### src/rtl/core/assert_macros.svh
// assertion macros shared by the rtl
`ifndef ASSERT_MACROS_SVH
`define ASSERT_MACROS_SVH
`ifndef SYNTHESIS
// condition on the left implies condition on the right in the same cycle
`define UPD_ASSERT_IMPLIES(label, clk, rst_n, ante, cons) \
	label: assert property (@(posedge clk) disable iff (!rst_n) (ante) |-> (cons)) \
		else $error("assertion failed: implication");
// condition on the left implies condition on the right in the next cycle
`define UPD_ASSERT_NEXT(label, clk, rst_n, ante, cons) \
	label: assert property (@(posedge clk) disable iff (!rst_n) (ante) |=> (cons)) \
		else $error("assertion failed: next-cycle implication");
`else
`define UPD_ASSERT_IMPLIES(label, clk, rst_n, ante, cons)
`define UPD_ASSERT_NEXT(label, clk, rst_n, ante, cons)
`endif
`endif

### src/rtl/core/upd_pkg.sv
// types, constants and helpers of the url percent decoder
package upd_pkg;

	localparam int MAX_STRING_LEN_DEF = 4096;
	localparam int LEN_W = 13;
	localparam int LEN_FIELD_MAX = 8191;

	localparam logic [7:0] CHAR_PLUS  = 8'h2B;
	localparam logic [7:0] CHAR_PCT   = 8'h25;
	localparam logic [7:0] CHAR_SPACE = 8'h20;

	typedef enum logic [1:0] {
		KIND_DATA  = 2'd0,
		KIND_DONE  = 2'd1,
		KIND_ERROR = 2'd2
	} kind_t;

	typedef enum logic [3:0] {
		MODE_NORMAL  = 4'b0001,
		MODE_PCT     = 4'b0010,
		MODE_DIGIT   = 4'b0100,
		MODE_DISCARD = 4'b1000
	} mode_t;

	typedef struct packed {
		kind_t             kind;
		logic [7:0]        data;
		logic [LEN_W-1:0]  length;
		logic              last;
	} result_t;

	// up to three results caused by one input byte, res[0] goes out first
	typedef struct packed {
		logic [1:0]    n;
		result_t [2:0] res;
	} group_t;

	function automatic logic hex_ok(input logic [7:0] b);
		return ((b >= 8'h30) && (b <= 8'h39)) ||
		       ((b >= 8'h61) && (b <= 8'h66)) ||
		       ((b >= 8'h41) && (b <= 8'h46));
	endfunction

	function automatic logic [3:0] hex_val(input logic [7:0] b);
		logic [7:0] v;
		v = 8'h00;
		if ((b >= 8'h30) && (b <= 8'h39)) begin
			v = b - 8'h30;
		end else if ((b >= 8'h61) && (b <= 8'h66)) begin
			v = b - 8'h57;
		end else if ((b >= 8'h41) && (b <= 8'h46)) begin
			v = b - 8'h37;
		end
		return v[3:0];
	endfunction

	function automatic logic [7:0] plus_to_space(input logic [7:0] b);
		return (b == CHAR_PLUS) ? CHAR_SPACE : b;
	endfunction

	function automatic result_t data_res(input logic [7:0] b);
		result_t r;
		r.kind   = KIND_DATA;
		r.data   = b;
		r.length = '0;
		r.last   = 1'b0;
		return r;
	endfunction

	function automatic result_t done_res(input logic [LEN_W-1:0] len);
		result_t r;
		r.kind   = KIND_DONE;
		r.data   = 8'h00;
		r.length = len;
		r.last   = 1'b1;
		return r;
	endfunction

	function automatic result_t err_res();
		result_t r;
		r.kind   = KIND_ERROR;
		r.data   = 8'h00;
		r.length = '0;
		r.last   = 1'b1;
		return r;
	endfunction

endpackage

### src/rtl/core/upd_decode.sv
// decode state and the per-byte result logic
module upd_decode
	import upd_pkg::*;
#(
	parameter int MAX_STRING_LEN = MAX_STRING_LEN_DEF
) (
	input  logic       clk,
	input  logic       arst_n,
	input  logic       adv,
	input  logic [7:0] byte_s1,
	input  logic       last_s1,
	output group_t     grp
);

	localparam logic [LEN_W-1:0] LenCap =
		LEN_W'((MAX_STRING_LEN < LEN_FIELD_MAX) ? MAX_STRING_LEN : LEN_FIELD_MAX);

	mode_t            mode_q, mode_d;
	logic [7:0]       held_q, held_d;
	logic [LEN_W-1:0] count_q, count_d;
	logic [LEN_W-1:0] cnt1, cnt2;
	logic             digits_ok;

	always_comb begin
		cnt1      = (count_q < LenCap) ? count_q + LEN_W'(1) : count_q;
		cnt2      = (cnt1 < LenCap) ? cnt1 + LEN_W'(1) : cnt1;
		digits_ok = hex_ok(held_q) && hex_ok(byte_s1);
		mode_d    = mode_q;
		held_d    = held_q;
		count_d   = count_q;
		grp       = '0;
		case (mode_q)
			MODE_NORMAL: begin
				if ((byte_s1 == CHAR_PCT) && !last_s1) begin
					mode_d = MODE_PCT;
				end else begin
					grp.res[0] = data_res(plus_to_space(byte_s1));
					grp.n      = 2'd1;
					count_d    = cnt1;
					if (last_s1) begin
						grp.res[1] = done_res(cnt1);
						grp.n      = 2'd2;
						count_d    = '0;
						held_d     = 8'h00;
					end
				end
			end
			MODE_PCT: begin
				if (last_s1) begin
					// string ends right after the percent: pass both through
					grp.res[0] = data_res(CHAR_PCT);
					grp.res[1] = data_res(plus_to_space(byte_s1));
					grp.res[2] = done_res(cnt2);
					grp.n      = 2'd3;
					count_d    = '0;
					held_d     = 8'h00;
					mode_d     = MODE_NORMAL;
				end else begin
					held_d = byte_s1;
					mode_d = MODE_DIGIT;
				end
			end
			MODE_DIGIT: begin
				held_d = 8'h00;
				if (!digits_ok) begin
					grp.res[0] = err_res();
					grp.n      = 2'd1;
					count_d    = '0;
					mode_d     = last_s1 ? MODE_NORMAL : MODE_DISCARD;
				end else begin
					grp.res[0] = data_res({hex_val(held_q), hex_val(byte_s1)});
					grp.n      = 2'd1;
					count_d    = cnt1;
					mode_d     = MODE_NORMAL;
					if (last_s1) begin
						grp.res[1] = done_res(cnt1);
						grp.n      = 2'd2;
						count_d    = '0;
					end
				end
			end
			MODE_DISCARD: begin
				if (last_s1) begin
					mode_d  = MODE_NORMAL;
					count_d = '0;
					held_d  = 8'h00;
				end
			end
			default: begin
				mode_d  = MODE_NORMAL;
				count_d = '0;
				held_d  = 8'h00;
			end
		endcase
	end

	always_ff @(posedge clk or negedge arst_n) begin
		if (!arst_n) begin
			mode_q  <= MODE_NORMAL;
			held_q  <= 8'h00;
			count_q <= '0;
		end else if (adv) begin
			mode_q  <= mode_d;
			held_q  <= held_d;
			count_q <= count_d;
		end
	end

endmodule

### src/rtl/core/upd_result_buf.sv
// result register that holds one group and hands it out one result a cycle while take is high
module upd_result_buf
	import upd_pkg::*;
(
	input  logic    clk,
	input  logic    arst_n,
	input  logic    load,
	input  group_t  grp,
	input  logic    take,
	output logic    valid,
	output logic    free,
	output result_t head
);

	logic [1:0]    cnt_q;
	result_t [2:0] res_q;

	assign valid = (cnt_q != 2'd0);
	assign head  = res_q[0];
	// empty now, or the last result leaves this cycle
	assign free  = (cnt_q == 2'd0) || ((cnt_q == 2'd1) && take);

	always_ff @(posedge clk or negedge arst_n) begin
		if (!arst_n) begin
			cnt_q <= 2'd0;
		end else if (load) begin
			cnt_q <= grp.n;
		end else if (take) begin
			cnt_q <= cnt_q - 2'd1;
		end
	end

	always_ff @(posedge clk) begin
		if (load) begin
			res_q <= grp.res;
		end else if (take) begin
			res_q[0] <= res_q[1];
			res_q[1] <= res_q[2];
		end
	end

endmodule

### src/rtl/core/url_percent_decoder_core.sv
// url percent decoder top level
//
// input channel: one encoded byte per transaction on in_byte, in_last set on
// the final byte of a string. output channel: one result per transaction,
// out_kind data, done (with out_length) or bad-hex error, out_last on the
// final result of a string. both channels use valid/stall; a transaction
// happens on a clock edge with valid high and stall low.
// a byte is registered at acceptance and decoded from the input register into a
// group of zero to three results, loaded into the result register once that is
// free; a stalled receiver can keep a byte waiting in the input register.
// a byte that causes at most one result is taken every cycle while the receiver
// does not stall; a byte that causes n results keeps the output busy until all n
// have left, and the result register limits the rate to one result per cycle.
// bytes that are only held (percent and first digit) give no result.
// when the receiver stalls, the result register holds and the input stalls
// once its input register is full and the result register cannot drain.
// asynchronous reset clears the decode state, the held byte and the count.
`include "assert_macros.svh"
module url_percent_decoder_core
	import upd_pkg::*;
#(
	parameter int MAX_STRING_LEN = MAX_STRING_LEN_DEF
) (
	input  logic             clk,
	input  logic             arst_n,
	input  logic             in_valid,
	output logic             in_stall,
	input  logic [7:0]       in_byte,
	input  logic             in_last,
	output logic             out_valid,
	input  logic             out_stall,
	output logic [1:0]       out_kind,
	output logic [7:0]       out_byte,
	output logic [LEN_W-1:0] out_length,
	output logic             out_last
);

	logic       valid_s1;
	logic [7:0] byte_s1;
	logic       last_s1;
	logic       adv;
	logic       accept;
	logic       buf_free;
	logic       take;
	group_t     grp;
	result_t    head;

	assign take     = out_valid && !out_stall;
	assign adv      = valid_s1 && buf_free;
	assign in_stall = valid_s1 && !buf_free;
	assign accept   = in_valid && !in_stall;

	always_ff @(posedge clk or negedge arst_n) begin
		if (!arst_n) begin
			valid_s1 <= 1'b0;
		end else if (accept) begin
			valid_s1 <= 1'b1;
		end else if (adv) begin
			valid_s1 <= 1'b0;
		end
	end

	always_ff @(posedge clk) begin
		if (accept) begin
			byte_s1 <= in_byte;
			last_s1 <= in_last;
		end
	end

	upd_decode #(
		.MAX_STRING_LEN(MAX_STRING_LEN)
	) u_decode (
		.clk     (clk),
		.arst_n  (arst_n),
		.adv     (adv),
		.byte_s1 (byte_s1),
		.last_s1 (last_s1),
		.grp     (grp)
	);

	upd_result_buf u_result_buf (
		.clk    (clk),
		.arst_n (arst_n),
		.load   (adv),
		.grp    (grp),
		.take   (take),
		.valid  (out_valid),
		.free   (buf_free),
		.head   (head)
	);

	assign out_kind   = head.kind;
	assign out_byte   = head.data;
	assign out_length = head.length;
	assign out_last   = head.last;

	// final result of a string is exactly the done or error result
	`UPD_ASSERT_IMPLIES(a_last_kind, clk, arst_n, out_valid, out_last == (head.kind != KIND_DATA))
	// unused fields come out as zero
	`UPD_ASSERT_IMPLIES(a_zero_fields, clk, arst_n, out_valid, ((head.kind != KIND_DATA) || (head.length == '0)) && ((head.kind == KIND_DATA) || (head.data == 8'h00)))
	// a full group only comes from a percent near the end and closes the string
	`UPD_ASSERT_NEXT(a_full_group, clk, arst_n, adv && (grp.n == 2'd3), out_valid && (head.data == CHAR_PCT) && (head.kind == KIND_DATA))

endmodule

### config.mk
export PLATFORM = sky130hd
export DESIGN_NAME = url_percent_decoder_core
export DESIGN_NICKNAME = d
export VERILOG_FILES = /design/src/rtl/core/upd_pkg.sv /design/src/rtl/core/upd_decode.sv /design/src/rtl/core/upd_result_buf.sv /design/src/rtl/core/url_percent_decoder_core.sv
export VERILOG_INCLUDE_DIRS = /design/src /design/src/rtl/core
export SDC_FILE = /design/constraint.sdc
export NUM_CORES = 1
export LEC_CHECK = 0
export BUFFER_PORTS_ARGS = -buffer_cell sky130_fd_sc_hd__buf_2
export CAP_MARGIN = 20
export CORE_MARGIN = 1.5
export CORE_UTILIZATION = 62
export CTS_BUF_LIST = sky130_fd_sc_hd__clkbuf_8
export CTS_CLUSTER_DIAMETER = 40
export DETAILED_ROUTE_END_ITERATION = 10
export GPL_TIMING_DRIVEN = 0
export PLACE_DENSITY = 0.91
export SLEW_MARGIN = 20
export SYNTH_ARGS = -nofsm -noshare
export SYNTH_HDL_FRONTEND = slang
export SYNTH_SLANG_ARGS = --single-unit
### constraint.sdc
create_clock -name clk -period 6.2 [get_ports clk]
set_input_delay 0.93 -clock clk [delete_from_list [all_inputs] [get_ports clk]]
set_output_delay 0.93 -clock clk [all_outputs]
set_load 0.05 [all_outputs]
==> results.py, run 1 <==
metrics = {
    "power": {
        "pwr-share-seq_pct": 39.8,
        "vdd_drop_max_mv": 0.269,
        "power_leakage_nw": 2.42,
        "powerDensity_nw_per_um2": 459,
        "p_int_mw": 1.59,
        "p_sw_share_pct": 43.2,
        "p_clk_share_pct": 14.2,
        "switching_power_mw": 1.21,
        "power.share.combinational_pct": 46.0,
    },
    "status": {
        "status": "completed",
    },
    "drt": {
        "first_iter_violations": 387,
        "ant_nets": 0,
        "drt_wl_total_um": 11300,
        "post_drt_wl_per_cell_um": 16.5,
        "drc": 0,
        "vias": 4220,
        "first_pass_iters": 5,
        "via_per_inst": 6.15,
    },
    "timing": {
        "final.min_clock_period_ns": 2.95,
        "fin_ws_ns": 3.25,
        "fmax_mhz": 339,
        "fin_crit_sh_pct": 47.6,
        "setup_violations": 0,
        "hold_violations": 0,
        "finalSetupTns_ns": 0,
        "relSlewSlack_pct": 30.2,
        "worst_pin_slew_ns": 1.05,
        "skew_ns": 0.00995,
        "maxSlewViolCount": 0,
        "finalHoldWorstSlack_ns": 0.527,
        "rsz0062_at_grt": "false",
    },
    "hold_path": {
        "hold_depth": 1,
        "min_path_type": "flop to flop",
    },
    "critical_path": {
        "critPathCaptureType": "flop",
        "critPathMaxFanout": 23,
        "critPathLaunchType": "flop",
        "crit_type": "flop to flop",
        "r2r.worst_path.cells": 8,
        "cp.arrival_ns": 3.06,
        "required_ns": 6.31,
    },
    "clocking": {
        "cts_setup_buffers": 0,
        "cts-root-buf": "clkbuf_8",
        "h-tree-depth": 3,
        "cts.sinks": 97,
        "cts_tree": "done",
        "cts_hold_buffers": 0,
        "cts_buffer_depth": 2,
        "cts_made_buffers": 9,
        "insertion_delay_ns": 0.37,
        "clk_pin_slew_worst_paths_ns": 0.10,
        "cts_resized": 0,
    },
    "floorplanning": {
        "fp.dieH_um": 97.9,
        "io_pins": 39,
        "core_um2": 8720,
        "start_util_pct": 64.0,
        "die_w_um": 97.9,
        "dieArea_um2": 9580,
        "rows": 34,
    },
    "grt": {
        "globalRoute.totalOverflow": 0,
        "grt_start_max_net_pins": 48,
        "grt_pass1_vias": 3922,
        "grt_pass1_wl_um": 19000,
        "grt_use_total_pct": 24.6,
        "antenna_found_initial": 0,
    },
    "cells_and_area": {
        "n_fill_cell": 599,
        "final_nets": 598,
        "insertedDiodeCount": 0,
        "drive_gt1_share_pct": 21.5,
        "area_delta_synth_final_pct": 9.19,
    },
    "synth": {
        "ys.flop_type": "edfxtp_1",
        "synth.avg_cell_area_um2": 10.7,
        "syn_nets": 549,
        "netlist_area_um2": 5580,
        "synth.distinct_cells": 76,
        "synth-seq-cells": 97,
        "syn_inst": 524,
        "yosysWarningCount": 0,
        "synth-async-reset-ratio_pct": 28.9,
        "synth_seq_area_share_pct": 49.7,
        "synth_edf_count": 69,
    },
    "placed_design": {
        "place.port_buffers": 38,
        "hpwl_um": 8010,
        "place_congestion": 0.911,
        "post-place-ws_ns": 2.97,
    },
    "job": {
        "drv_cap": 0,
    },
}
worst paths after layout:
| check | slack [ns] | start | end |
|---|---|---|---|
| min reg2reg | 0.53 | u_result_buf.res_q[36] | u_result_buf.head[12] |
| min | 0.53 | u_result_buf.res_q[36] | u_result_buf.head[12] |
| max in group asynchronous | 5.23 | arst_n | u_result_buf.cnt_q[0] |
| max reg2reg | 3.25 | u_result_buf.cnt_q[1] | u_result_buf.head[21] |
| max | 3.25 | u_result_buf.cnt_q[1] | u_result_buf.head[21] |
| min in group asynchronous | 0.56 | arst_n | u_decode.count_q[5] |
flip-flops by register name, summed over array words and instances (netlist names):
register and cells:
byte_s1 8, last_s1 1, u_decode.count_q 13, u_decode.held_q 8
u_decode.mode_q 4, u_result_buf.cnt_q 2, u_result_buf.head 24, u_result_buf.res_q 36
valid_s1 1
power by group through the flow:
stage	clock, mW	sequential [mW]	combinational [mW]
2_1_floorplan	0	1.10	1.02
3_3_place_gp	0	1.11	1.23
3_5_place_dp	0	1.12	1.27
4_1_cts	0.395	1.11	1.28
5_1_grt	0.427	1.13	1.38
6_report	0.397	1.11	1.29
metal layers:
layer | up-vias | global-route usage [%] | wire length, um
li1 | 2007 | - | -
met1 | 1959 | 34.7 | 4830
met2 | 223 | 39.1 | 5330
met3 | 31 | 4.58 | 909
met4 | 0 | 7.58 | 232
met5 | - | 0 | 0
worst max-delay path, cell delays in order, from the launching register on:
cell and delay [ns]:
dfrtp_1 0.39, inv_1 0.08, ha_1 0.21, nor2b_1 0.34
o21ai_0 0.27, inv_1 0.25, clkbuf_1 0.81, mux2i_1 0.27
a21oi_1 0.08
kinds of logic (layout without fill, tap and decap cells):
logic type / Yosys count / count (layout) / synth area share (%)
flops: 97 / 97 / 49.7
mux: 7 / 7 / 1.30
fa+ha+maj: 12 / 12 / 2.69
simple gates: 192 / 192 / 19.8
xor+xnor: 21 / 21 / 3.30
compound gates: 118 / 118 / 15.2
buf+inv: 77 / 131 / 8.09
cells in the mapped netlist, drive strengths merged (5+ instances only):
cell	n	share of area [%]
o21ai	24	2.2
o21a	5	0.67
a211oi	6	0.81
clkbuf	12	0.81
nand3b	5	0.67
buf	47	6.1
nand4	5	0.94
xnor2	10	1.6
ha	12	2.7
o31ai	29	3.9
inv	18	1.2
xor2	11	1.7
nor3	10	0.90
and3	16	1.8
a31oi	5	0.67
nand2	62	4.2
mux2i	5	0.90
and2	26	2.9
nor2	20	1.3
nand3	6	0.54
a21oi	19	1.7
dfrtp	27	12
nor4	6	0.78
edfxtp	69	37
area by class of cell:
cell class,instances,area (um^2),area share (%)
multi-input combinational,350,2360,38.7
timing repair buffer,38,190,3.12
sequential,97,2770,45.5
tap,108,135,2.22
clock buffer,9,124,2.03
clock inverter,7,63.8,1.05
inverter,18,67.6,1.11
buffer,59,384,6.30
stage by stage:
stage,std cells,power [mW],cell area (um^2),utilization (%)
2_1_floorplan,524,2.12,5580,-
3_3_place_gp,670,2.34,5910,67.7
3_5_place_dp,670,2.40,5910,67.7
4_1_cts,686,2.79,6090,69.9
5_1_grt,686,2.95,6090,69.9
6_report,686,2.80,6090,69.9
layout by cell type (no fill, tap or decap), types with 16 or more instances in the layout:
cell type	instances
a21oi_1	19
and2_1	25
and3_1	16
buf_2	51
buf_4	29
dfrtp_1	27
edfxtp_1	69
inv_1	18
nand2_1	62
nor2_1	20
o21ai_0	22
o31ai_1	29
Power figures use the tool's default switching activity.
==> run 2: changes to the inputs <==
CORE_UTILIZATION = 57   (was 62)
PLACE_DENSITY = 0.88   (was 0.91)
clock period = 2.5 ns   (was 6.2 ns; I/O delays follow)
==> run 2 against run 1 <==
Compared with the run above:
- clock skew is 0.0036 ns higher
- clock-buffer cell count stayed put
- first-iteration DRC count is 1.6% lower
- core utilization is 3.3 points lower
- via count is 0.26% higher
- worst setup slack worse by 3.2 ns
- sequential power is 150% higher
- die area is 8.5% higher
- total power grew to 2.5 times the previous value
- critical path type unchanged
- critical endpoint is now u_result_buf.res_q[57]
- largest cell class unchanged
==> results.py, run 2 (same netlist as run 1, synthesis figures left out) <==
metrics = {
    "critical_path": {
        "cp.arrival_ns": 2.54,
        "worstPathCellList": "ha_1 > clkbuf_4 > nand4b_1 > xor2_1 > a21o_1 > or4_1 > and3_1",
        "critPathCaptureType": "flop",
        "critPathMaxFanout": 10,
        "crit_family": "simple AND/OR/NAND/NOR gates",
        "worst_path_max_delay_cell": "dfrtp_2",
        "required_ns": 2.64,
        "crit_type": "flop to flop",
        "cp_num_buf_inv": 1,
        "r2r_setup_slack_ns": 0.1,
        "slowest_delay_ns": 0.48,
        "r2r-end": "u_result_buf.res_q[57]",
        "worstReg2RegStart": "u_decode.count_q[1]",
        "critPathLaunchType": "flop",
        "r2r.worst_path.cells": 7,
    },
    "cells_and_area": {
        "multi_input_area_um2": 2410,
        "final_nets": 601,
        "fin_cells": 710,
        "drive_gt1_share_pct": 23.8,
        "area_delta_synth_final_pct": 11.8,
        "final_cell_area_um2": 6240,
        "post-route-util_pct": 66.6,
        "layout_commonest_cell": "edfxtp_1",
        "layout_common_cells": "edfxtp_1, nand2_1, buf_2",
        "regArea_um2": 2780,
        "top_register": "u_result_buf.res_q",
        "insertedDiodeCount": 0,
        "n_fill_cell": 704,
        "largest_reg_flops": 36,
    },
    "drt": {
        "post_drt_wl_per_cell_um": 16.4,
        "drt_wl_total_um": 11600,
        "via_per_inst": 5.96,
        "vias": 4231,
        "first_iter_violations": 381,
        "drc": 0,
        "first_pass_iters": 5,
        "ant_nets": 0,
    },
    "timing": {
        "fmax_mhz": 416,
        "fin_ws_ns": 0.0953,
        "finalSetupTns_ns": 0,
        "hold_violations": 0,
        "skew_ns": 0.0136,
        "worst_pin_slew_ns": 0.676,
        "relSlewSlack_pct": 54.3,
        "final.min_clock_period_ns": 2.40,
        "maxSlewViolCount": 0,
        "setup_violations": 0,
        "fin_crit_sh_pct": 96.2,
    },
    "status": {
        "status": "completed",
    },
    "grt": {
        "grt_use_total_pct": 23.0,
        "grt_pass1_wl_um": 18600,
        "globalRoute.totalOverflow": 0,
        "grt_pass1_vias": 3848,
        "antenna_found_initial": 0,
        "grt_start_max_net_pins": 48,
    },
    "clocking": {
        "cts_tree": "done",
        "cts_made_buffers": 9,
        "clk_pin_slew_worst_paths_ns": 0.11,
        "cts_buffer_depth": 2,
        "cts.sinks": 97,
        "insertion_delay_ns": 0.37,
        "cts-root-buf": "clkbuf_8",
        "h-tree-depth": 3,
    },
    "placed_design": {
        "place_congestion": 0.869,
        "place.port_buffers": 38,
        "post-place-cells": 691,
        "post-place-ws_ns": -0.323,
        "hpwl_um": 7890,
        "place_area_um2": 5930,
    },
    "power": {
        "vdd_drop_max_mv": 0.685,
        "power_leakage_nw": 2.47,
        "powerDensity_nw_per_um2": 1140,
    },
    "floorplanning": {
        "start_util_pct": 59.6,
        "io_pins": 39,
        "fp.dieH_um": 102,
        "rows": 35,
        "dieArea_um2": 10400,
        "die_w_um": 102,
        "core_um2": 9370,
    },
    "job": {
        "drv_cap": 0,
    },
    "hold_path": {
        "min_path_type": "input port to asynchronous set/reset pin",
    },
}
-- run 2: worst reg2reg max path, delay by kind of cell (launching register included) --
kind	cells	cell delay, ns
AND/OR/NAND/NOR	3	0.76
flip-flops	1	0.48
XOR/XNOR	1	0.26
AO/OA/AOI/OAI	1	0.26
buffers and inverters	1	0.22
adder cells (fa/ha/maj)	1	0.20
-- run 2: per-stage QoR --
stage                     power, mW  hold WS, ns
final                          7.10      0.00471
after CTS                      7.00       0.0181
after global routing           7.48       0.0488
after floorplan                5.26       0.0794
after global placement         5.82        0.414
after detailed placement       5.95        0.420
-- run 2: timing repair --
action	4_1_cts	5_1_grt
hold buffers	0	0
resized for setup	5	21
pin swaps	0	0
cloned	0	0
setup buffers	3	1
hold endpoints to repair	0	0
setup endpoints to repair	40	33
-- run 2: power by group --
| part | switching [mW] | total [mW] | internal [mW] |
|---|---|---|---|
| clock network | 0.629 | 1.02 | 0.395 |
| registers | 0.205 | 2.74 | 2.53 |
| logic | 2.26 | 3.34 | 1.08 |
-- run 2: worst max-delay path by stage --
| stage | from | endpoint | slack, ns | cells after the start |
|---|---|---|---|---|
| 2_1_floorplan | u_result_buf.cnt_q[1] | u_result_buf.head[21] | 0.22 | 8 |
| 3_3_place_gp | u_result_buf.cnt_q[1] | u_result_buf.head[21] | -0.19 | 8 |
| 3_5_place_dp | u_result_buf.cnt_q[1] | u_result_buf.head[21] | -0.32 | 8 |
| 4_1_cts | byte_s1[0] | u_result_buf.res_q[31] | 0.006 | 9 |
| 5_1_grt | byte_s1[0] | u_result_buf.res_q[34] | -0.01 | 9 |
| 6_report | u_decode.count_q[1] | u_result_buf.res_q[57] | 0.1 | 7 |
-- run 2: per-layer routing --
metal	GRT usage, %	share of wire (%)	vias to the layer above
met5	0	0	-
met4	6.95	1.6	0
met3	4.51	8.0	29
met2	37.5	47	215
met1	31.6	44	1985
li1	-	-	2002
-- run 2: area by class of cell --
class / count / share of cell area, %
flip-flops and latches: 97 / 44.5
well taps: 129 / 2.59
repair buffers: 42 / 3.53
plain buffers: 58 / 6.48
inverters: 18 / 1.08
clock inverters: 7 / 1.18
clock buffers: 9 / 1.99
multi-input cells: 350 / 38.7
